**src/rtl/core/lie_pkg.sv**
```systemverilog
`default_nettype none
// ----------------------------------------------------------------------------
// lie_pkg
// Shared types and constants of the LCP interval enumerator.
// ----------------------------------------------------------------------------
package lie_pkg;

  localparam int unsigned DATA_W          = 32;
  localparam int unsigned STACK_DEPTH_DEF = 32;
  localparam int unsigned MAX_RESULTS     = 64;
  localparam int unsigned RB_AW           = $clog2(MAX_RESULTS);
  localparam int unsigned RC_W            = RB_AW + 1;
  localparam int unsigned APB_AW          = 3;
  localparam int unsigned APB_DW          = 32;
  localparam logic        REG_TEXT_LEN    = 1'b0;
  localparam logic [DATA_W-1:0] TEXT_LEN_RST = DATA_W'(1);

  typedef enum logic [3:0] {
    S_IDLE,
    S_MRD,
    S_MCHK,
    S_GRD,
    S_GCHK,
    S_GWR,
    S_PRD,
    S_PCHK,
    S_PPUSH,
    S_LPUSH,
    S_FRD,
    S_FCHK,
    S_FIN,
    S_DRAIN
  } state_e;

  typedef struct packed {
    logic load;
    logic ms_rd;
    logic mg_init;
    logic mg_step;
    logic mg_wr;
    logic pend_leaf;
    logic ps_rd;
    logic pop_emit;
    logic ps_push;
    logic leaf_push;
    logic flush_emit;
    logic finish;
    logic flushing;
    logic drain;
  } cmd_t;

  typedef struct packed {
    logic mp_gt1;
    logic lcp_gt;
    logic mg_stop;
    logic pp_nz;
    logic contained;
    logic last;
    logic drain_done;
  } sts_t;

  typedef struct packed {
    logic [DATA_W-1:0] lo;
    logic [DATA_W-1:0] hi;
    logic [DATA_W-1:0] lcp;
  } ms_ent_t;

  typedef struct packed {
    logic [DATA_W-1:0] lo;
    logic [DATA_W-1:0] hi;
  } ps_ent_t;

  typedef struct packed {
    logic [DATA_W-1:0] lo;
    logic [DATA_W-1:0] hi;
    logic [DATA_W-1:0] pd;
    logic              hp;
  } rb_ent_t;

endpackage
`default_nettype wire

```
**src/rtl/core/lie_ctrl.sv**
```systemverilog
`default_nettype none
// ----------------------------------------------------------------------------
// lie_ctrl
// Sequencer that steps the datapath through merge, pend, flush and drain.
// ----------------------------------------------------------------------------
module lie_ctrl import lie_pkg::*; (
  input  logic   clk_i,
  input  logic   rst_ni,
  input  logic   in_valid_i,
  output logic   in_ready_o,
  input  sts_t   sts_i,
  output cmd_t   cmd_o
);

  state_e state_q, state_d;
  logic   ret_merge_q, flushing_q;

  always_comb begin
    state_d = state_q;
    unique case (state_q)
      S_IDLE:  if (in_valid_i) state_d = S_MRD;
      S_MRD: begin
        if (sts_i.mp_gt1) state_d = S_MCHK;
        else if (flushing_q) state_d = S_FRD;
        else state_d = S_PRD;
      end
      S_MCHK:  state_d = (flushing_q || sts_i.lcp_gt) ? S_GRD : S_PRD;
      S_GRD:   state_d = S_GCHK;
      S_GCHK:  state_d = sts_i.mg_stop ? S_GWR : S_GRD;
      S_GWR:   state_d = S_PRD;
      S_PRD:   state_d = sts_i.pp_nz ? S_PCHK : S_PPUSH;
      S_PCHK:  state_d = sts_i.contained ? S_PRD : S_PPUSH;
      S_PPUSH: state_d = ret_merge_q ? S_MRD : S_LPUSH;
      S_LPUSH: state_d = sts_i.last ? S_MRD : S_FIN;
      S_FRD:   state_d = sts_i.pp_nz ? S_FCHK : S_FIN;
      S_FCHK:  state_d = S_FRD;
      S_FIN:   state_d = S_DRAIN;
      S_DRAIN: if (sts_i.drain_done) state_d = S_IDLE;
      default: state_d = S_IDLE;
    endcase
  end

  always_comb begin
    cmd_o          = '0;
    cmd_o.flushing = flushing_q;
    in_ready_o     = 1'b0;
    unique case (state_q)
      S_IDLE: begin
        in_ready_o = 1'b1;
        cmd_o.load = in_valid_i;
      end
      S_MRD: begin
        if (sts_i.mp_gt1) cmd_o.ms_rd = 1'b1;
        else if (!flushing_q) cmd_o.pend_leaf = 1'b1;
      end
      S_MCHK: begin
        if (flushing_q || sts_i.lcp_gt) cmd_o.mg_init = 1'b1;
        else cmd_o.pend_leaf = 1'b1;
      end
      S_GRD:   cmd_o.ms_rd = 1'b1;
      S_GCHK:  cmd_o.mg_step = 1'b1;
      S_GWR:   cmd_o.mg_wr = 1'b1;
      S_PRD:   cmd_o.ps_rd = sts_i.pp_nz;
      S_PCHK:  cmd_o.pop_emit = sts_i.contained;
      S_PPUSH: cmd_o.ps_push = 1'b1;
      S_LPUSH: cmd_o.leaf_push = 1'b1;
      S_FRD:   cmd_o.ps_rd = sts_i.pp_nz;
      S_FCHK:  cmd_o.flush_emit = 1'b1;
      S_FIN:   cmd_o.finish = 1'b1;
      S_DRAIN: cmd_o.drain = 1'b1;
      default: cmd_o = '0;
    endcase
  end

  always_ff @(posedge clk_i or negedge rst_ni) begin
    if (!rst_ni) begin
      state_q     <= S_IDLE;
      ret_merge_q <= 1'b0;
      flushing_q  <= 1'b0;
    end else begin
      state_q <= state_d;
      if (cmd_o.mg_wr) ret_merge_q <= 1'b1;
      else if (cmd_o.pend_leaf) ret_merge_q <= 1'b0;
      if (state_q == S_LPUSH && sts_i.last) flushing_q <= 1'b1;
      else if (state_q == S_FIN) flushing_q <= 1'b0;
    end
  end

endmodule
`default_nettype wire

```
**config.mk**
```make
export PLATFORM = sky130hd
export DESIGN_NAME = lie_ctrl
export DESIGN_NICKNAME = d
export VERILOG_FILES = /design/src/rtl/core/lie_pkg.sv /design/src/rtl/core/lie_ctrl.sv
export SDC_FILE = /design/constraint.sdc
export NUM_CORES = 1
export LEC_CHECK = 0
export CAP_MARGIN = 25
export CORE_AREA = 2 2 46 48
export CTS_CLUSTER_DIAMETER = 120
export DETAILED_ROUTE_END_ITERATION = 16
export DIE_AREA = 0 0 48 50
export DONT_BUFFER_PORTS = 1
export GPL_TIMING_DRIVEN = 0
export PLACE_DENSITY = 0.55
export SLEW_MARGIN = 25
export SYNTH_ARGS = -nofsm -noshare
export SYNTH_HDL_FRONTEND = slang
export SYNTH_SLANG_ARGS = --single-unit
export TNS_END_PERCENT = 50
```
**constraint.sdc**
```tcl
create_clock -name clk_i -period 1.6 [get_ports clk_i]
set_input_delay 0.24 -clock clk_i [delete_from_list [all_inputs] [get_ports clk_i]]
set_output_delay 0.24 -clock clk_i [all_outputs]
set_load 0.02 [all_outputs]
```
# [Word-level counts from Yosys, hierarchy flattened]
# Cells that the tools add are included.
[word_totals] reg_bits=6 latch_bits=0 mem_bits_rw=0 rom_bits=0 in_bits=10 out_inout_bits=15 wordCells=62 mem_count=0
[classes] addsub=0 multipliers=0 n_div=0 order_cmp=0 eq_ne=15 n_shift=0 muxes=36 n_bitwise=0 n_reduce_logical=8
[op_table] op="$pmux W4 S14" count=1
[op_table] op="$mux W4" count=8
[op_table] op="$eq A4 B4 Y1 const B" count=6
[op_table] op="$mux W1" count=22
[op_table] op="$eq A4 B3 Y1 const B" count=4
[op_table] op="$reduce_or A14 Y1" count=1
[op_table] op="$mux W3" count=3
[op_table] op="$eq A4 B2 Y1 const B" count=2
[op_table] op="$eq A4 B1 Y1 const B" count=1
[op_table] op="$logic_not A4 Y1" count=1
[op_table] op="$ne A2 B2 Y1 const B" count=2
[op_table] op="$pmux W1 S2" count=2
[op_table] op="$reduce_bool A2 Y1" count=2
[op_table] op="$reduce_and A2 Y1" count=1
[op_table] op="$reduce_or A2 Y1" count=1
[op_table] op="$logic_and A1 B1 Y1" count=1
[op_table] op="$logic_or A1 B1 Y1" count=1

# [Depth between registers and ports, before layout]
# Gate-level depths: netlist of run 1.
[depth] word_depth=5 ltp_mapped=6 depth_no_buf=4

# [Worst setup path after synthesis of run 1]
# OpenSTA, ideal clock, no wires.
[synth_path] path_type="reg-to-output" startpoint="register state_q[1]" endpoint="output port cmd_o[8] (netlist name)" arrival_time_ns=1.346 t_required_ns=1.360 slack_ns=0.014 path_stages_with_launch=4 n_path_buf=0 cell_sequence="dfrtp_1 nand2b_4 o32a_1 nor3_1"
[synth_lines] element="start: declaration" line="lie_ctrl.sv:15" source="state_e state_q, state_d;"
[synth_lines] element="start signal: assignment" line="lie_ctrl.sv:81" source="state_q <= state_d;"
[synth_lines] element="end: declaration" line="lie_ctrl.sv:12" source="output cmd_t cmd_o"

==> results of run 1 <==
layer usage:
layer  vias to the layer above  wire [um]
met5                         -          0
met1                       303        878
li1                        310          -
met2                        27        763
met4                         0          0
met3                         0        135
registers in the layout, indices dropped and copies added, names as in the netlist:
register	cells
flushing_q	1
ret_merge_q	1
state_q	4
area by class of cell:
| class | count | area (um2) | share of cell area (%) |
|---|---|---|---|
| plain buffers | 7 | 68.8 | 8.32 |
| clock buffers | 3 | 22.5 | 2.72 |
| inverters | 7 | 26.3 | 3.18 |
| multi-input cells | 62 | 498 | 60.2 |
| flip-flops and latches | 6 | 153 | 18.5 |
| well taps | 27 | 33.8 | 4.08 |
| repair buffers | 3 | 25.0 | 3.03 |
synthesized netlist by cell type (2+ instances only):
cell / count / area (um2)
dfrtp_1: 6 / 150
nor3_1: 5 / 25.0
o22ai_1: 2 / 12.5
nor2_1: 12 / 45.0
o21ai_0: 3 / 15.0
o32a_1: 2 / 20.0
nand2b_1: 5 / 31.3
a21oi_1: 2 / 10.0
nand2_1: 7 / 26.3
inv_1: 7 / 26.3
buf_2: 4 / 20.0
mux2i_1: 2 / 20.0
nand4_1: 2 / 12.5
where the power goes:
part | switching [mW] | total (mW) | internal, mW | leakage [nW]
sequential | 0.0637 | 0.281 | 0.218 | 0.0655
combinational | 0.747 | 1.22 | 0.474 | 0.250
clock | 0.0539 | 0.139 | 0.0848 | 0.0138
total | 0.865 | 1.64 | 0.776 | 0.329
final timing paths:
path / to / slack (ns)
worst max-delay path: cmd_o[8] / -0.13
worst min-delay path: state_q[0] / 0.12
worst max register to register: state_q[0] / 0.06
worst min register to register: ret_merge_q / 0.55
max in group asynchronous: state_q[3] / 1.05
min in group asynchronous: ret_merge_q / 0.31
stage by stage:
stage	util (%)	setup slack (ns)
after detailed placement	34.5	-0.113
after floorplan	-	0.0138
after global placement	34.5	-0.116
after global routing	43.5	-0.199
final	43.5	-0.133
after CTS	41.1	-0.128
kinds of logic (layout without fill, tap and decap cells):
kind of cell           after synthesis  in the layout  synth area share [%]
AOI/OAI and AO/OA                   21             21                  27.4
buffers and inverters               14             20                  11.1
DFF                                  6              6                  24.1
muxes                                2              2                  3.22
and+or+nand+nor                     39             39                  34.2
critical path: cells and delay by family, from the launching register on:
family	cells	cell delay (ns)
flip-flops	1	0.44
AO/OA/AOI/OAI	1	0.37
AND/OR/NAND/NOR	2	0.43
timing repair:
| item | in CTS | in global routing |
|---|---|---|
| endpoints found under the setup margin | 13 | 15 |
| pin swaps | 1 | 1 |
| buffers inserted | 0 | 2 |
| hold buffers | 1 | 0 |
| endpoints found under the hold margin | 6 | 0 |
| resized for setup | 23 | 11 |
==> qor.csv, run 1 <==
stage,metric,value,unit
global_route,vias in the first global route,615,
critical_path,worst path cell trace,"nand2b_4, o32a_1, nor3_4",
critical_path,critical path class,flip-flop to output pin,
critical_path,crit path from,state_q[1],
global_route,initial antenna violation count,0,
route,# DRC,0,
power_and_ir_drop,Total Power,1.64,mW
cts,Skew-Pair Late Insertion Delay,0.24,ns
synth,post-synth net total,92,
cts,CTS Buf Count,3,
floorplan,Die Height,50,um
floorplan,FP Rows,16,
floorplan,I/O pin total,25,
route,via/cell ratio,5.57,
synth,Synth cell types,36,
global_route,first-pass GRT wire length,2990,um
synth,number of synthesized flops with an enable pin,0,
critical_path,CP Capture Type,output pin,
min_path,hold path depth,1,
cells_and_area,Finished Cell Area,827,um2
critical_path,Slowest cell on crit path,dfrtp_2,
route,DRT antenna net count,0,
timing,Slew @ Worst Pin,0.447,ns
timing,Final period util,108,%
global_route,met1 Track Usage GR,27.3,%
job,max cap viols,0,
synth,post-synthesis instance total,82,
cells_and_area,"non-filler cells, final",115,
timing,RSZ-0062 raised after global routing,yes,
cells_and_area,Final #Nets,100,
placed_design,GPL Wtd Cong,0.739,
global_route,Top Usage Layer GRT,met1,
global_route,met3 Usage GRT,7.69,%
power_and_ir_drop,pwr dens,1980,nW/um2
route,Total Wirelength,1780,um
floorplan,Total Die Area,2400,um2
critical_path,Worst EP required,1.36,ns
cells_and_area,fillers,201,
timing,Setup TNS,-0.187,ns
timing,Setup WS post-layout,-0.133,ns
min_path,min-delay src,sts_i[0],
synth,Syn Std Cell Area,622,um2
cts,Root Buffer,clkbuf_4,
critical_path,CP peak stage delay,0.44,ns
placed_design,post-DP HPWL,1290,um
cts,CTS Sinks,6,
global_route,pin count of the biggest net entering global routing,11,
global_route,Total GRT Usage,17.6,%
cells_and_area,antenna cells,0,
cells_and_area,"commonest non-fill, non-tap cell in the layout",nor2_1,
timing,fin crit period,1.73,ns
timing,Hold WS,0.120,ns
placed_design,placed inst area,656,um2
outcome,outcome,"complete, but fails checks",
synth,ys async rst share,100,%
placed_design,Post-Place Cells,109,
timing,# setup viols final,3,
synth,"Seq/Total Area, Yosys",24.1,%
cells_and_area,Area Overhead vs Synth,33.0,%
placed_design,port bufs,0,
critical_path,Worst EP arrival,1.49,ns
min_path,Worst Hold Class,primary input to flip-flop,
cells_and_area,"commonest cells after routing, fill and taps aside","nor2_1, nand2_1, inv_1",
synth,synthesis warning total,0,
critical_path,CP Launch Type,flip-flop,
synth,"Avg Cell Area, Syn",7.58,um2
power_and_ir_drop,VDD IR max,853,uV
critical_path,worst reg2reg path depth,6,
critical_path,worst reg2reg startpoint,state_q[2],
global_route,gr ovfl total,0,
floorplan,Die X,48,um
timing,Clock Skew,0.000764,ns
global_route,grt met2 use,23.1,%
timing,Final Slew Violations,0,
route,drt first-iter violations,17,
timing,Slew HR,70.1,%
power_and_ir_drop,Pleak,0.329,nW
critical_path,worst-path maximum fanout,7,
route,DRT Pass-1 Iters,2,
synth,"flops & latches, synth",6,
route,WL per Instance,15.5,um
cts,depth of the CTS H-tree,1,
floorplan,starting density of the core,32.7,%
route,DR vias,640,
cts,Clock Tree Buf Depth,2,
cells_and_area,fraction of layout cells with a size suffix above 1,36.4,%
cts,Worst-path clk slew,0.04,ns
floorplan,Core Box Area,1900,um2
timing,final-report hold violation count,0,
synth,"Primary FF master, synth",dfrtp_1,
outcome,failing checks,negative setup slack,
cts,CTS tree,done,
timing,FMAX,0.577,GHz
(Power assumes the default switching activity.)
==> inputs of run 2 (changes only) <==
CORE_AREA = 2 2 51 53   (was 2 2 46 48)
DIE_AREA = 0 0 53 55   (was 0 0 48 50)
PLACE_DENSITY = 0.48   (was 0.55)
==> run 2 against run 1 <==
The flow still finishes with violations (negative setup slack). Clock skew barely moved. Cell area is 1.4% lower. First-iteration DRC count shrank 53%. Worst setup slack better by 0.022 ns. Power down 1.7%. Sequential power shrank 3%. Cell count up 3.5%. Fmax up 1.3%. Critical endpoint unchanged. Largest cell class unchanged.
==> qor.csv, run 2 (synthesized netlist as in run 1, its figures left out) <==
stage,metric,value,unit,change
timing,RSZ-0062 raised after global routing,yes,,
global_route,first-pass GRT wire length,2970,um,-0.90%
critical_path,worst-path maximum fanout,7,,unchanged
critical_path,Worst EP arrival,1.47,ns,-0.02 ns
outcome,failing checks,negative setup slack,,
cells_and_area,Finished Cell Area,816,um2,-1.4%
placed_design,Post-Place Cells,112,,+2.8%
critical_path,Buf/Inv on CP,0,,unchanged
cells_and_area,max reg flops,4,,unchanged
critical_path,worst reg2reg path depth,6,,unchanged
power_and_ir_drop,pwr dens,1980,nW/um2,-0.34%
cts,Skew-Pair Late Insertion Delay,0.24,ns,about the same
min_path,min-delay src,sts_i[0],,
global_route,Total GRT Usage,14.1,%,-3.4 points
cells_and_area,antenna cells,0,,unchanged
critical_path,CP peak stage delay,0.44,ns,about the same
outcome,outcome,"complete, but fails checks",,
power_and_ir_drop,VDD IR max,930,uV,+9.0%
critical_path,worst reg2reg startpoint,state_q[2],,
floorplan,Die Height,55,um,+10%
cells_and_area,Largest regs,"state_q (4), flushing_q (1), ret_merge_q (1)",,
critical_path,"delay-heaviest family, CP",flip-flops,,
cells_and_area,fin util,34.5,%,-9.0 points
timing,fin crit period,1.71,ns,-0.0217 ns
timing,final-report hold violation count,0,,unchanged
cts,Clock Tree Buf Depth,2,,unchanged
route,via/cell ratio,5.18,,-7.0%
global_route,pin count of the biggest net entering global routing,11,,unchanged
route,WL per Instance,15.3,um,-1.0%
global_route,gr ovfl total,0,,unchanged
power_and_ir_drop,Clk pwr share,8.5,%,about the same
min_path,hold path depth,1,,unchanged
critical_path,critical path class,flip-flop to output pin,,
placed_design,GPL Wtd Cong,0.843,,+14%
power_and_ir_drop,sequential group share of total power,16.9,%,-0.2 points
critical_path,Slowest cell on crit path,dfrtp_2,,
timing,Slew HR,58.5,%,-12 points
cts,depth of the CTS H-tree,1,,unchanged
cells_and_area,"non-filler cells, final",119,,+3.5%
power_and_ir_drop,Switching Power,0.851,mW,-1.7%
global_route,vias in the first global route,605,,-1.6%
placed_design,port bufs,0,,unchanged
critical_path,CP Capture Type,output pin,,
cells_and_area,"commonest cells after routing, fill and taps aside","nand2_1, nor2_1, inv_1",,
cts,CTS Sinks,6,,unchanged
cts,Root Buffer,clkbuf_4,,
floorplan,starting density of the core,26.3,%,-6.4 points
timing,Slew @ Worst Pin,0.621,ns,+0.174 ns
cells_and_area,Final #Nets,101,,+1.0%
floorplan,Total Die Area,2920,um2,+21%
critical_path,Critical R2R Capture,state_q[0],,
route,DRT Pass-1 Iters,4,,+2
timing,FMAX,0.584,GHz,+1.3%
route,drt first-iter violations,8,,-9
cts,Worst-path clk slew,0.04,ns,about the same
route,Total Wirelength,1820,um,+2.4%
critical_path,register-to-register setup slack,0.01,ns,-0.05 ns
timing,Setup TNS,-0.279,ns,-0.0923 ns
power_and_ir_drop,Int Pwr,0.763,mW,-1.8%
floorplan,I/O pin total,25,,unchanged
cells_and_area,fraction of layout cells with a size suffix above 1,37.1,%,+0.72 points
cts,CTS tree,done,,
timing,Final Slew Violations,0,,unchanged
placed_design,placed inst area,659,um2,+0.57%
timing,Setup WS post-layout,-0.111,ns,+0.0217 ns
route,DR vias,616,,-3.8%
route,DRT antenna net count,0,,unchanged
timing,Final period util,107,%,-1.4 points
min_path,Worst Hold Class,primary input to flip-flop,,
placed_design,post-DP HPWL,1360,um,+5.6%
cells_and_area,Top reg by flops,state_q,,
route,# DRC,0,,unchanged
power_and_ir_drop,Pleak,0.320,nW,-2.8%
timing,Clock Skew,0.000767,ns,+0.00000311 ns
min_path,Worst Hold End,state_q[0],,
cts,CTS Buf Count,3,,unchanged
critical_path,CP Launch Type,flip-flop,,
power_and_ir_drop,Sw Ratio,52.7,%,about the same
floorplan,Core Box Area,2360,um2,+24%
critical_path,Worst EP required,1.36,ns,about the same
global_route,initial antenna violation count,0,,unchanged
cells_and_area,Area Overhead vs Synth,31.2,%,
power_and_ir_drop,power share of the combinational group,74.7,%,+0.3 points
critical_path,worst path cell trace,"nand2b_4, o32a_1, nor3_4",,
timing,# setup viols final,3,,unchanged
floorplan,Die X,53,um,+10%
floorplan,FP Rows,18,,+2
job,max cap viols,0,,unchanged
==> run 2: worst max path at each step <==
| stage | from | cells past startpoint | endpoint |
|---|---|---|---|
| floorplan | state_q[1] | 3 | cmd_o[8] |
| global placement | state_q[1] | 3 | cmd_o[8] |
| detailed placement | state_q[1] | 3 | cmd_o[8] |
| CTS | state_q[1] | 3 | cmd_o[8] |
| global route | state_q[1] | 3 | cmd_o[8] |
| finish | state_q[1] | 3 | cmd_o[8] |
==> run 2: power groups by stage <==
stage | sequential [mW] | clock (mW) | combinational, mW
6_report | 0.272 | 0.137 | 1.20
3_3_place_gp | 0.267 | 0 | 0.954
3_5_place_dp | 0.268 | 0 | 0.964
2_1_floorplan | 0.253 | 0 | 0.798
4_1_cts | 0.271 | 0.143 | 1.10
5_1_grt | 0.279 | 0.154 | 1.31
==> run 2: area by class of cell <==
cell class,count,area [um2]
Timing Repair Buffer,4,32.5
Multi-Input combinational cell,62,480
Sequential cell,6,151
Inverter,7,26.3
Buffer,7,65.1
Fill cell,266,1550
Clock buffer,3,22.5
Tap cell,30,37.5
==> run 2: per-stage QoR <==
step / hold slack [ns] / power (mW) / setup slack (ns)
after floorplan: -0.0556 / 1.05 / 0.0138
after global placement: -0.0554 / 1.22 / -0.143
after detailed placement: -0.0554 / 1.23 / -0.152
after CTS: 0.131 / 1.52 / -0.135
after global routing: 0.123 / 1.75 / -0.169
final: 0.137 / 1.61 / -0.111
==> run 2: what timing repair did <==
| item | in CTS | in global routing |
|---|---|---|
| hold endpoints to repair | 6 | 0 |
| pin swaps | 1 | 3 |
| hold buffers | 1 | 0 |
| endpoints found under the setup margin | 13 | 12 |
| resized for setup | 20 | 9 |
| buffers inserted | 0 | 3 |
==> run 2: routing by layer <==
| metal | vias to the layer above | global-route usage, % | share of wire [%] |
|---|---|---|---|
| li1 | 309 | - | - |
| met1 | 284 | 19.6 | 44 |
| met2 | 23 | 21.0 | 48 |
| met3 | 0 | 5.38 | 7.8 |
| met4 | 0 | 2.56 | 0 |
| met5 | - | 0 | 0 |
